### src/hdl/rvmx_pkg.sv
// ----------------------------------------------------------------------------
// rvmx_pkg
// shared types and constants of the register vm execute unit
// ----------------------------------------------------------------------------
`default_nettype none

package rvmx_pkg;

  localparam int unsigned DataW             = 32;
  localparam int unsigned RegIdxW           = 8;
  localparam int unsigned LabelW            = 16;
  localparam int unsigned FuncW             = 5;
  localparam int unsigned NumRegsDefault    = 256;
  localparam int unsigned StackDepthDefault = 256;
  localparam int unsigned InTdataW          = 72;
  localparam int unsigned OutTdataW         = 64;

  typedef enum logic [FuncW-1:0] {
    FN_RET   = 5'd0,  FN_LETI  = 5'd1,  FN_REV   = 5'd2,  FN_JMP   = 5'd3,
    FN_JEQ   = 5'd4,  FN_JNE   = 5'd5,  FN_JGT   = 5'd6,  FN_JLT   = 5'd7,
    FN_JGE   = 5'd8,  FN_JLE   = 5'd9,  FN_JEQI  = 5'd10, FN_JNEI  = 5'd11,
    FN_JGTI  = 5'd12, FN_JLTI  = 5'd13, FN_JGEI  = 5'd14, FN_JLEI  = 5'd15,
    FN_ADDI  = 5'd16, FN_SUBI  = 5'd17, FN_MULI  = 5'd18, FN_DIVI  = 5'd19,
    FN_ADD   = 5'd20, FN_SUB   = 5'd21, FN_MUL   = 5'd22, FN_DIV   = 5'd23,
    FN_PUSH  = 5'd24, FN_POP   = 5'd25, FN_NOP   = 5'd26
  } func_e;

  typedef enum logic [1:0] {
    ST_OK    = 2'd0,
    ST_UNDER = 2'd1,
    ST_OVER  = 2'd2,
    ST_DIVZ  = 2'd3
  } status_e;

  // controller to datapath
  typedef struct packed {
    logic load;     // capture the accepted instruction
    logic rd_a;     // register file read of reg_a, stack read
    logic rd_b;     // capture a, read reg_b
    logic exec;     // evaluate the instruction
    logic div_cap;  // take the quotient
    logic commit;   // update state and fill the output register
  } cmd_t;

  // datapath to controller
  typedef struct packed {
    logic div_go;   // exec started a division
    logic div_done;
    logic out_free; // output register can take a result this cycle
  } sts_t;

endpackage

`default_nettype wire

### src/hdl/rvmx_ctrl.sv
// ----------------------------------------------------------------------------
// rvmx_ctrl
// instruction sequencer of the execute unit
// ----------------------------------------------------------------------------
`default_nettype none

module rvmx_ctrl (
  input  wire logic           clk_i,
  input  wire logic           rst_ni,
  input  wire logic           in_valid_i,
  output logic                in_ready_o,
  input  wire rvmx_pkg::sts_t sts_i,
  output rvmx_pkg::cmd_t      cmd_o
);
  import rvmx_pkg::*;

  typedef enum logic [2:0] {
    S_IDLE, S_RDA, S_RDB, S_EXEC, S_DIV, S_COMMIT
  } state_e;

  state_e state_q;

  assign in_ready_o = (state_q == S_IDLE);

  always_comb begin
    cmd_o         = '0;
    cmd_o.load    = in_ready_o && in_valid_i;
    cmd_o.rd_a    = (state_q == S_RDA);
    cmd_o.rd_b    = (state_q == S_RDB);
    cmd_o.exec    = (state_q == S_EXEC);
    cmd_o.div_cap = (state_q == S_DIV) && sts_i.div_done;
    cmd_o.commit  = (state_q == S_COMMIT) && sts_i.out_free;
  end

  always_ff @(posedge clk_i or negedge rst_ni) begin
    if (!rst_ni) begin
      state_q <= S_IDLE;
    end else begin
      unique case (state_q)
        S_IDLE:   if (in_valid_i) state_q <= S_RDA;
        S_RDA:    state_q <= S_RDB;
        S_RDB:    state_q <= S_EXEC;
        S_EXEC:   state_q <= sts_i.div_go ? S_DIV : S_COMMIT;
        S_DIV:    if (sts_i.div_done) state_q <= S_COMMIT;
        S_COMMIT: if (sts_i.out_free) state_q <= S_IDLE;
        default:  state_q <= S_IDLE;
      endcase
    end
  end

endmodule

`default_nettype wire

### config.mk
export PLATFORM = sky130hd
export DESIGN_NAME = rvmx_ctrl
export DESIGN_NICKNAME = d
export VERILOG_FILES = /design/src/hdl/rvmx_pkg.sv /design/src/hdl/rvmx_ctrl.sv
export SDC_FILE = /design/constraint.sdc
export NUM_CORES = 1
export LEC_CHECK = 0
export BUFFER_PORTS_ARGS = -buffer_cell sky130_fd_sc_hd__buf_4
export CAP_MARGIN = 25
export CORE_AREA = 2 2 39 41
export CTS_BUF_LIST = sky130_fd_sc_hd__clkbuf_8
export CTS_CLUSTER_DIAMETER = 40
export DETAILED_ROUTE_END_ITERATION = 10
export DIE_AREA = 0 0 41 43
export HOLD_SLACK_MARGIN = 0.05
export PLACE_DENSITY = 0.4
export SYNTH_ARGS = -nofsm -noshare
export SYNTH_HDL_FRONTEND = slang
export SYNTH_SLANG_ARGS = --single-unit
### constraint.sdc
create_clock -name clk_i -period 2.2 [get_ports clk_i]
set_input_delay 0.22 -clock clk_i [delete_from_list [all_inputs] [get_ports clk_i]]
set_output_delay 0.22 -clock clk_i [all_outputs]
set_load 0.03 [all_outputs]
==> After elaboration in Yosys (flattened, before gate mapping) <==
Index checks and enable logic that the tools add are counted.
{ "classes": {"n_addsub": 0, "multipliers": 0, "div": 0, "order_cmp": 0, "eq_ne": 8, "n_shift": 0, "muxes": 5, "bitwise_logic": 0, "reduce_logical": 5} }
{ "ops": {"columns": ["operator", "n"], "rows": [
  ["case mux 3 bit (6 select lines)", 1],
  ["two-way mux 3 bit", 3],
  ["== test 3 x 2 -> 1 bit (second input constant)", 2],
  ["== test 3 bit (second input constant)", 2],
  ["!= test 2 bit (second input constant)", 3],
  ["== test 3 x 1 -> 1 bit (second input constant)", 1],
  ["logical AND 1 bit", 3],
  ["zero test 3 bit", 1],
  ["AND reduction 3 bit", 1],
  ["two-way mux 1 bit", 1]
]} }
{ "word_totals": {"reg_bits": 3, "latchBits": 0, "mem_bits_rw": 0, "rom_bits": 0, "inputBits": 6, "word_cells": 19, "mem_count": 0} }

==> Longest topological paths before layout <==
Gate-level depths: netlist of run 1.
{ "logic_depth": {"depth_word": 3, "mapped_depth": 4, "depth_no_buf": 3} }

==> Worst setup path before layout of run 1 <==
OpenSTA, ideal clock, no wires.
{ "synth_path": {"kind": "register -> output", "from": "register state_q[0]", "to": "output port cmd_o[5] (netlist bit)", "t_arrival_ns": 1.630, "path_slack_ns": 0.350, "path_stages_with_launch": 4, "n_path_buf": 1, "path_cell_list": "dfrtp_1 buf_4 nor3_1 and2_1"} }
{ "synth_lines": {"columns": ["element", "line_no", "rtl"], "rows": [
  ["start, declared", "rvmx_ctrl.sv:21", "state_e state_q;"],
  ["start signal, assigned", "rvmx_ctrl.sv:43", "S_EXEC: state_q <= sts_i.div_go ? S_DIV : S_COMMIT;"],
  ["end, declared", "rvmx_ctrl.sv:13", "output rvmx_pkg::cmd_t cmd_o"]
]} }

==> results.json, run 1 <==
{
  "largest_register": "state_q",
  "die_x_um": 41,
  "via_per_inst": 3.982,
  "yosysWarnings": 0,
  "cts_buffers": 3,
  "setup_viol": 0,
  "core-area_um2": 1384,
  "clk_path_buf_depth": 2,
  "vias": 219,
  "io_buffers": 12,
  "path_class": "flop to output pin",
  "clock_latency_ps": 210,
  "syn_inst": 24,
  "netlist_area_um2": 210.2,
  "status": "complete, no violations",
  "avgSynthCellArea_um2": 8.758,
  "rows": 14,
  "remaining_drc_errors": 0,
  "dp_hpwl_um": 411,
  "largest_reg_flops": 3,
  "period_share_pct": 67.76,
  "io_pins": 13,
  "ir_drop_mv": 0.4606,
  "slew_violations": 0,
  "clock_skew_ps": 4.165,
  "hold_ws_ps": 340.2,
  "crit_path_end_kind": "output pin",
  "antenna_found_initial": 0,
  "p_leak_uw": 0.0001708,
  "start_util_pct": 15.19,
  "ys_ff_latch": 3,
  "grt_pass1_vias": 220,
  "final_antenna_net_count": 0,
  "worstHoldPathType": "input pin to asynchronous set/reset pin",
  "dr.first_iter.drc_count": 1,
  "gp_congestion": 0.6309,
  "htree_num_levels": 1,
  "clock_sinks": 3,
  "max-slew-margin-rel_pct": 80.13,
  "layout.nets": 46,
  "hold_viol": 0,
  "cp-start-kind": "flop",
  "syn_nets": 30,
  "wl_um": 536,
  "fin_crit_ps": 1491,
  "fin_util_pct": 25.77,
  "tns_ps": 0,
  "ys_types": 16,
  "arrival_ps": 1270,
  "die_h_um": 43,
  "grt_pass1_wl_um": 876,
  "p_per_area_nw_per_um2": 1552,
  "reg_top3": "state_q (3)",
  "maxCapViolCount": 0,
  "crit_fanout": 8,
  "n_antenna_cell": 0,
  "syn_to_final_growth_pct": 69.64,
  "rsz0062_at_grt": "no",
  "die-area_um2": 1763,
  "grt-ovfl-total": 0,
  "path_clk_slew_ps": 30,
  "fmax_ghz": 0.6708,
  "finalPower_uw": 553.5,
  "wl_per_cell_um": 9.745,
  "cp.required_ps": 1980,
  "final_common_cell": "buf_4",
  "grt_usage_pct": 7.847,
  "cts_tree": "done",
  "layout-drive-gt1-share_pct": 41.03,
  "dr.pass1.iters": 2,
  "mostFrequentLayoutCells": "12 x buf_4, 3 x nand2_1, 3 x nor2_1, 3 x clkbuf_8, 3 x dfrtp_1",
  "worst_slew_pin_slew_ps": 298.0,
  "ys_seq_area_share_pct": 35.71,
  "grt_max_degree": 11,
  "fillers": 156,
  "root_buffer": "clkbuf_8"
}
[logic make-up (layout without fill, tap and decap cells)]
logic type	after synthesis	after routing	share of synthesized area [%]
DFF	3	3	35.71
and+or+nand+nor	16	16	44.04
muxes	1	1	4.762
buffers and inverters	2	17	8.930
AOI/OAI and AO/OA	2	2	6.546
[layer usage]
layer  track usage (%)  share of wire (%)
met5                 0                  0
met4             4.000                  0
met3             7.330                 16
met2             10.00                 43
met1             8.414                 41
[worst max-delay path: stages, from the launching register on]
cell	delay [ps]
dfrtp_1	440
nand2b_1	210
nor3b_1	220
buf_4	200
[power breakdown]
group | switching, uW | internal (uW)
clock network | 35.2 | 119
registers | 53.9 | 80.3
logic | 150 | 116
total | 239 | 315
[through the flow]
step,instances,setup slack (ps),area [um^2]
2_1_floorplan,24,350.3,210.2
3_3_place_gp,50,929.8,301.5
3_5_place_dp,50,924.8,301.5
4_1_cts,55,684.1,356.6
5_1_grt,55,594.5,356.6
6_report,55,709.2,356.6
[final timing paths]
check,cells past startpoint,slack [ps],start,endpoint
worst max-delay path,3,710,state_q[1]$_DFFE_PN0P_,cmd_o[1]
worst min-delay path,2,340,rst_ni,state_q[1]$_DFFE_PN0P_
worst max register to register,3,1200,state_q[1]$_DFFE_PN0P_,state_q[2]$_DFFE_PN0P_
worst min register to register,1,640,state_q[1]$_DFFE_PN0P_,state_q[0]$_DFFE_PN0P_
max in group asynchronous,2,1760,rst_ni,state_q[2]$_DFFE_PN0P_
min in group clk_i,4,340,sts_i[0],state_q[0]$_DFFE_PN0P_
[cell type report]
| cell class | count | area [um^2] | share of cell area, % |
|---|---|---|---|
| clock buffers | 3 | 41.29 | 11.58 |
| repair buffers | 13 | 100.1 | 28.07 |
| multi-input cells | 19 | 116.4 | 32.63 |
| well taps | 16 | 20.02 | 5.614 |
| flip-flops and latches | 3 | 75.07 | 21.05 |
| clock inverters | 1 | 3.754 | 1.053 |
[repair_timing]
action	in CTS	in global routing
resized for setup	0	0
hold endpoints to repair	3	0
hold buffers	1	0
setup buffers	0	0
[Yosys cell counts]
library cell,number,area (um^2)
buf_4,1,7.510
a21oi_1,1,5.000
nand2b_1,1,6.260
nor3_1,1,5.000
and2_1,1,6.260
nor3b_1,2,15.01
nor2_1,3,11.26
mux2i_1,1,10.01
or2_1,2,12.51
buf_6,1,11.26
nand3_1,1,5.000
dfrtp_1,3,75.07
nand3b_1,1,7.510
nor3b_2,1,12.51
nand2_1,3,11.26
o311ai_1,1,8.760
(Power assumes the default switching activity.)
==> run 2, diff against run 1 <==
--- a/config.mk
+++ b/config.mk
@@ -13,7 +13,7 @@
 export DETAILED_ROUTE_END_ITERATION = 10
 export DIE_AREA = 0 0 41 43
 export HOLD_SLACK_MARGIN = 0.05
-export PLACE_DENSITY = 0.4
+export PLACE_DENSITY = 0.41
 export SYNTH_ARGS = -nofsm -noshare
 export SYNTH_HDL_FRONTEND = slang
 export SYNTH_SLANG_ARGS = --single-unit
==> constraint.sdc (replaced) <==
create_clock -name clk_i -period 1.28 [get_ports clk_i]
set_input_delay 0.128 -clock clk_i [delete_from_list [all_inputs] [get_ports clk_i]]
set_output_delay 0.128 -clock clk_i [all_outputs]
set_load 0.03 [all_outputs]
==> run 2 against run 1 <==
Against the previous run: highest routed layer unchanged; die area unchanged; global-route usage increased by 2.0 points; combinational power rose to 2.9 times the previous value; hold slack got worse by 110 ps; the run now ends with negative setup slack left; sequential power rose by 72%; critical path depth unchanged; clock skew increased by 2.2 ps; core utilization grew 8.0 points.
==> results.json, run 2 (synthesized netlist as in run 1, its figures left out) <==
{
  "io_buffers": 12,
  "critPathBufInv": 1,
  "slew_violations": 0,
  "r2r_cells": 3,
  "clock_skew_ps": 6.391,
  "crit_slowest_cell": "dfrtp_2",
  "arrival_ps": 1170,
  "hold_viol": 0,
  "cp-start-kind": "flop",
  "clk_path_buf_depth": 2,
  "cpLargestDelayFamily": "flip-flops",
  "ir_drop_mv": 0.9890,
  "maxCapViolCount": 0,
  "via_per_inst": 4.047,
  "grt_pass1_wl_um": 1131,
  "syn_to_final_growth_pct": 122.6,
  "gp_congestion": 0.6692,
  "largest_register": "state_q",
  "antenna_found_initial": 0,
  "vias": 259,
  "p_per_area_nw_per_um2": 2703,
  "grt_usage_pct": 9.849,
  "path_clk_slew_ps": 30,
  "io_pins": 13,
  "fin_cells": 64,
  "fillers": 146,
  "remaining_drc_errors": 0,
  "wl_per_cell_um": 11.13,
  "core-area_um2": 1384,
  "cp_cell_sequence": "nand2b_4 > nor3b_2 > buf_4",
  "rsz0062_at_grt": "yes",
  "grt_pass1_vias": 245,
  "setup_viol": 1,
  "grt_max_degree": 9,
  "max-slew-margin-rel_pct": 81.60,
  "worstHoldPathType": "input pin to asynchronous set/reset pin",
  "dr.pass1.iters": 3,
  "period_share_pct": 101.1,
  "final_antenna_net_count": 0,
  "r2r_slack_ps": 200,
  "fin_ws_ps": -14.47,
  "layout.nets": 55,
  "fin_crit_ps": 1294,
  "max_stage_delay_ps": 450,
  "largest_reg_flops": 3,
  "htree_num_levels": 1,
  "dp_hpwl_um": 402.1,
  "n_antenna_cell": 0,
  "grt-ovfl-total": 0,
  "root_buffer": "clkbuf_8",
  "die-area_um2": 1763,
  "p_leak_uw": 0.0002253,
  "cts_tree": "done",
  "clock_latency_ps": 220,
  "path_class": "flop to output pin",
  "cts_buffers": 3,
  "final_common_cell": "buf_4",
  "r2r_start": "state_q[2]$_DFFE_PN0P_",
  "crit_path_end_kind": "output pin",
  "dr.first_iter.drc_count": 4,
  "status": "complete, but fails checks",
  "dp_cells": 50,
  "crit_fanout": 7,
  "die_x_um": 41,
  "fmax_ghz": 0.7725,
  "layout-drive-gt1-share_pct": 68.75,
  "rows": 14,
  "finalPower_uw": 1265,
  "wl_um": 712,
  "start_util_pct": 15.19,
  "cp.required_ps": 1150,
  "rr_endpoint": "state_q[0]$_DFFE_PN0P_",
  "die_h_um": 43,
  "worst_slew_pin_slew_ps": 271.7,
  "violations": "negative setup slack",
  "clock_sinks": 3,
  "mostFrequentLayoutCells": "17 x buf_4, 4 x buf_6",
  "reg_top3": "state_q (3)"
}
[run 2: area by class of cell]
| type | count | area, um^2 | area share, % |
|---|---|---|---|
| Clock buffer | 3 | 41.29 | 8.824 |
| Clock inverter | 1 | 3.754 | 0.8021 |
| Multi-Input combinational cell | 19 | 141.4 | 30.21 |
| Sequential cell | 3 | 78.83 | 16.84 |
| Tap cell | 16 | 20.02 | 4.278 |
| Timing Repair Buffer | 22 | 182.7 | 39.04 |
[run 2: what timing repair did]
item	4_1_cts	5_1_grt
pin swaps	3	1
gates resized for setup	4	5
hold buffers	1	0
endpoints found under the hold margin	3	0
setup endpoints to repair	4	7
setup buffers	8	1
[run 2: how the worst max path moves through the flow]
| stage | start | to | slack (ps) | depth (start not counted) |
|---|---|---|---|---|
| after CTS | state_q[1]$_DFFE_PN0P_ | cmd_o[1] | -20 | 3 |
| after global placement | state_q[1]$_DFFE_PN0P_ | cmd_o[1] | 130 | 3 |
| after global routing | state_q[1]$_DFFE_PN0P_ | cmd_o[1] | -50 | 3 |
| after detailed placement | state_q[1]$_DFFE_PN0P_ | cmd_o[1] | 110 | 3 |
| after floorplan | state_q[2]$_DFFE_PN0P_ | cmd_o[5] | -190 | 3 |
| final | state_q[1]$_DFFE_PN0P_ | cmd_o[1] | -10 | 3 |
[run 2: per-layer routing]
| metal | wire length (um) | part of all wire (%) | track usage (%) |
|---|---|---|---|
| met1 | 335 | 47 | 13.87 |
| met2 | 292 | 41 | 12.19 |
| met3 | 84 | 12 | 5.236 |
| met4 | 0 | 0 | 4.000 |
| met5 | 0 | 0 | 0 |
[run 2: report_power, final]
part           internal [uW]  leakage [uW]  total [uW]  switching (uW)
Combinational            408      0.000164         767             359
Sequential               147     0.0000340         231            84.3
Clock                    204     0.0000269         267            62.9
[run 2: stage by stage]
stage	worst slack (ps)	hold slack [ps]	utilization [%]	area [um^2]	TNS, ps
floorplan	-189.4	-167.6	-	225.2	-189.4
global placement	125.1	-83.73	22.88	316.6	0
detailed placement	114.5	-80.45	22.88	316.6	0
CTS	-16.40	231.9	32.01	442.9	-18.61
global route	-54.48	254.5	33.82	467.9	-165.9
finish	-14.47	234.7	33.82	467.9	-14.47
==> run 3, diff against run 2 <==
--- a/config.mk
+++ b/config.mk
@@ -13,7 +13,7 @@
 export DETAILED_ROUTE_END_ITERATION = 10
 export DIE_AREA = 0 0 41 43
 export HOLD_SLACK_MARGIN = 0.05
-export PLACE_DENSITY = 0.41
+export PLACE_DENSITY = 0.4
 export SYNTH_ARGS = -nofsm -noshare
 export SYNTH_HDL_FRONTEND = slang
 export SYNTH_SLANG_ARGS = --single-unit
==> constraint.sdc (replaced) <==
create_clock -name clk_i -period 1.59 [get_ports clk_i]
set_input_delay 0.159 -clock clk_i [delete_from_list [all_inputs] [get_ports clk_i]]
set_output_delay 0.159 -clock clk_i [all_outputs]
set_load 0.03 [all_outputs]
==> run 3 against run 2 <==
Against the previous run: the flow now finishes without violations; core utilization is 7.7 points lower; non-clock buffer count is 9 lower; sequential share of layout area is 3.9 points higher; flip-flop and latch count stayed put; clock-buffer cell count stayed put; combinational power is 51% lower; critical path type unchanged; highest routed layer unchanged.
==> results.json, run 3 (synthesized netlist as in run 1, its figures left out) <==
{
  "io_buffers": 12,
  "slew_violations": 0,
  "dr.first_iter.drc_count": 3,
  "grt_max_degree": 11,
  "gp_congestion": 0.6453,
  "rr_endpoint": "state_q[2]$_DFFE_PN0P_",
  "grt-ovfl-total": 0,
  "tns_ps": 0,
  "clock_sinks": 3,
  "fmax_ghz": 0.6958,
  "wl_um": 535,
  "cp.required_ps": 1430,
  "largest_reg_flops": 3,
  "critical_path.startpoint": "state_q[1]$_DFFE_PN0P_",
  "final_antenna_net_count": 0,
  "grt_pass1_vias": 209,
  "vias": 219,
  "p_per_area_nw_per_um2": 2150,
  "layout.nets": 46,
  "max-slew-margin-rel_pct": 78.79,
  "dp_hpwl_um": 398.4,
  "rows": 14,
  "core-area_um2": 1384,
  "n_antenna_cell": 0,
  "dp_cells": 50,
  "worst_slew_pin_slew_ps": 318.1,
  "cts_setup_buffers": 0,
  "path_clk_slew_ps": 30,
  "cp-start-kind": "flop",
  "wl_per_cell_um": 9.727,
  "final_common_cell": "buf_4",
  "arrival_ps": 1280,
  "dr.pass1.iters": 2,
  "worstHoldPathType": "input pin to asynchronous set/reset pin",
  "die_h_um": 43,
  "antenna_found_initial": 0,
  "largest_register": "state_q",
  "p_leak_uw": 0.0001723,
  "r2r_cells": 3,
  "layout-drive-gt1-share_pct": 43.59,
  "die_x_um": 41,
  "cts_tree": "done",
  "reg_top3": "state_q (3)",
  "grt_usage_pct": 7.337,
  "die-area_um2": 1763,
  "via_per_inst": 3.982,
  "root_buffer": "clkbuf_8",
  "ir_drop_mv": 0.6057,
  "r2r_slack_ps": 560,
  "remaining_drc_errors": 0,
  "period_share_pct": 90.39,
  "syn_to_final_growth_pct": 72.02,
  "mostFrequentLayoutCells": "12 x buf_4, 3 x nand2_1, 3 x nor2_1, 3 x clkbuf_8, 3 x dfrtp_1",
  "fin_cells": 55,
  "htree_num_levels": 1,
  "r2r_start": "state_q[1]$_DFFE_PN0P_",
  "grt_pass1_wl_um": 821,
  "io_pins": 13,
  "cts_buffers": 3,
  "hold_viol": 0,
  "fin_crit_ps": 1437,
  "fillers": 155,
  "setup_viol": 0,
  "clock_skew_ps": 3.730,
  "clock_latency_ps": 210,
  "path_class": "flop to output pin",
  "start_util_pct": 15.19,
  "status": "complete, no violations",
  "rsz0062_at_grt": "no",
  "clk_path_buf_depth": 2,
  "crit_fanout": 8,
  "maxCapViolCount": 0,
  "crit_path_end_kind": "output pin"
}
[run 3: area by class of cell]
cell class / instances / area, um^2 / share of cell area [%]
Multi-Input combinational cell: 19 / 121.4 / 33.56
Timing Repair Buffer: 13 / 100.1 / 27.68
Sequential cell: 3 / 75.07 / 20.76
Clock buffer: 3 / 41.29 / 11.42
Tap cell: 16 / 20.02 / 5.536
Clock inverter: 1 / 3.754 / 1.038
[run 3: layer usage]
metal / global-route usage [%] / share of wire [%] / vias up
met1: 8.710 / 45 / 96
met5: 0 / 0 / -
met2: 8.438 / 41 / 13
li1: - / - / 110
met3: 6.806 / 13 / 0
met4: 4.000 / 0 / 0
[run 3: report_power, final]
group	internal [uW]	switching (uW)
clock network	164	47.3
logic	164	210
registers	111	80.9
[run 3: critical path: stages, from the launching register on]
cell and delay, ps:
dfrtp_1 440, nand2b_1 210, nor3b_1 220, buf_4 190
[run 3: worst max-delay path by stage]
stage | end | cells after the start
finish | cmd_o[1] | 3
floorplan | cmd_o[1] | 2
detailed placement | cmd_o[1] | 3
global placement | cmd_o[1] | 3
CTS | cmd_o[1] | 3
global route | cmd_o[1] | 3
[run 3: per-stage QoR]
stage	setup slack, ps	util, %	total power (uW)	instance area [um^2]	hold WS (ps)
global placement	383.5	22.15	569.1	306.5	-49.42
detailed placement	386.4	22.15	563.6	306.5	-49.77
finish	152.7	26.13	777.4	361.6	270.6
global route	48.97	26.13	832.9	361.6	271.5
CTS	135.2	26.13	794.0	361.6	268.7
floorplan	68.46	-	462.3	215.2	-136.6
[run 3: what timing repair did]
action                                  in CTS  in global routing
gates resized for setup                      0                  0
hold endpoints to repair                     3                  0
hold buffers                                 1                  0
endpoints found under the setup margin       0                  0
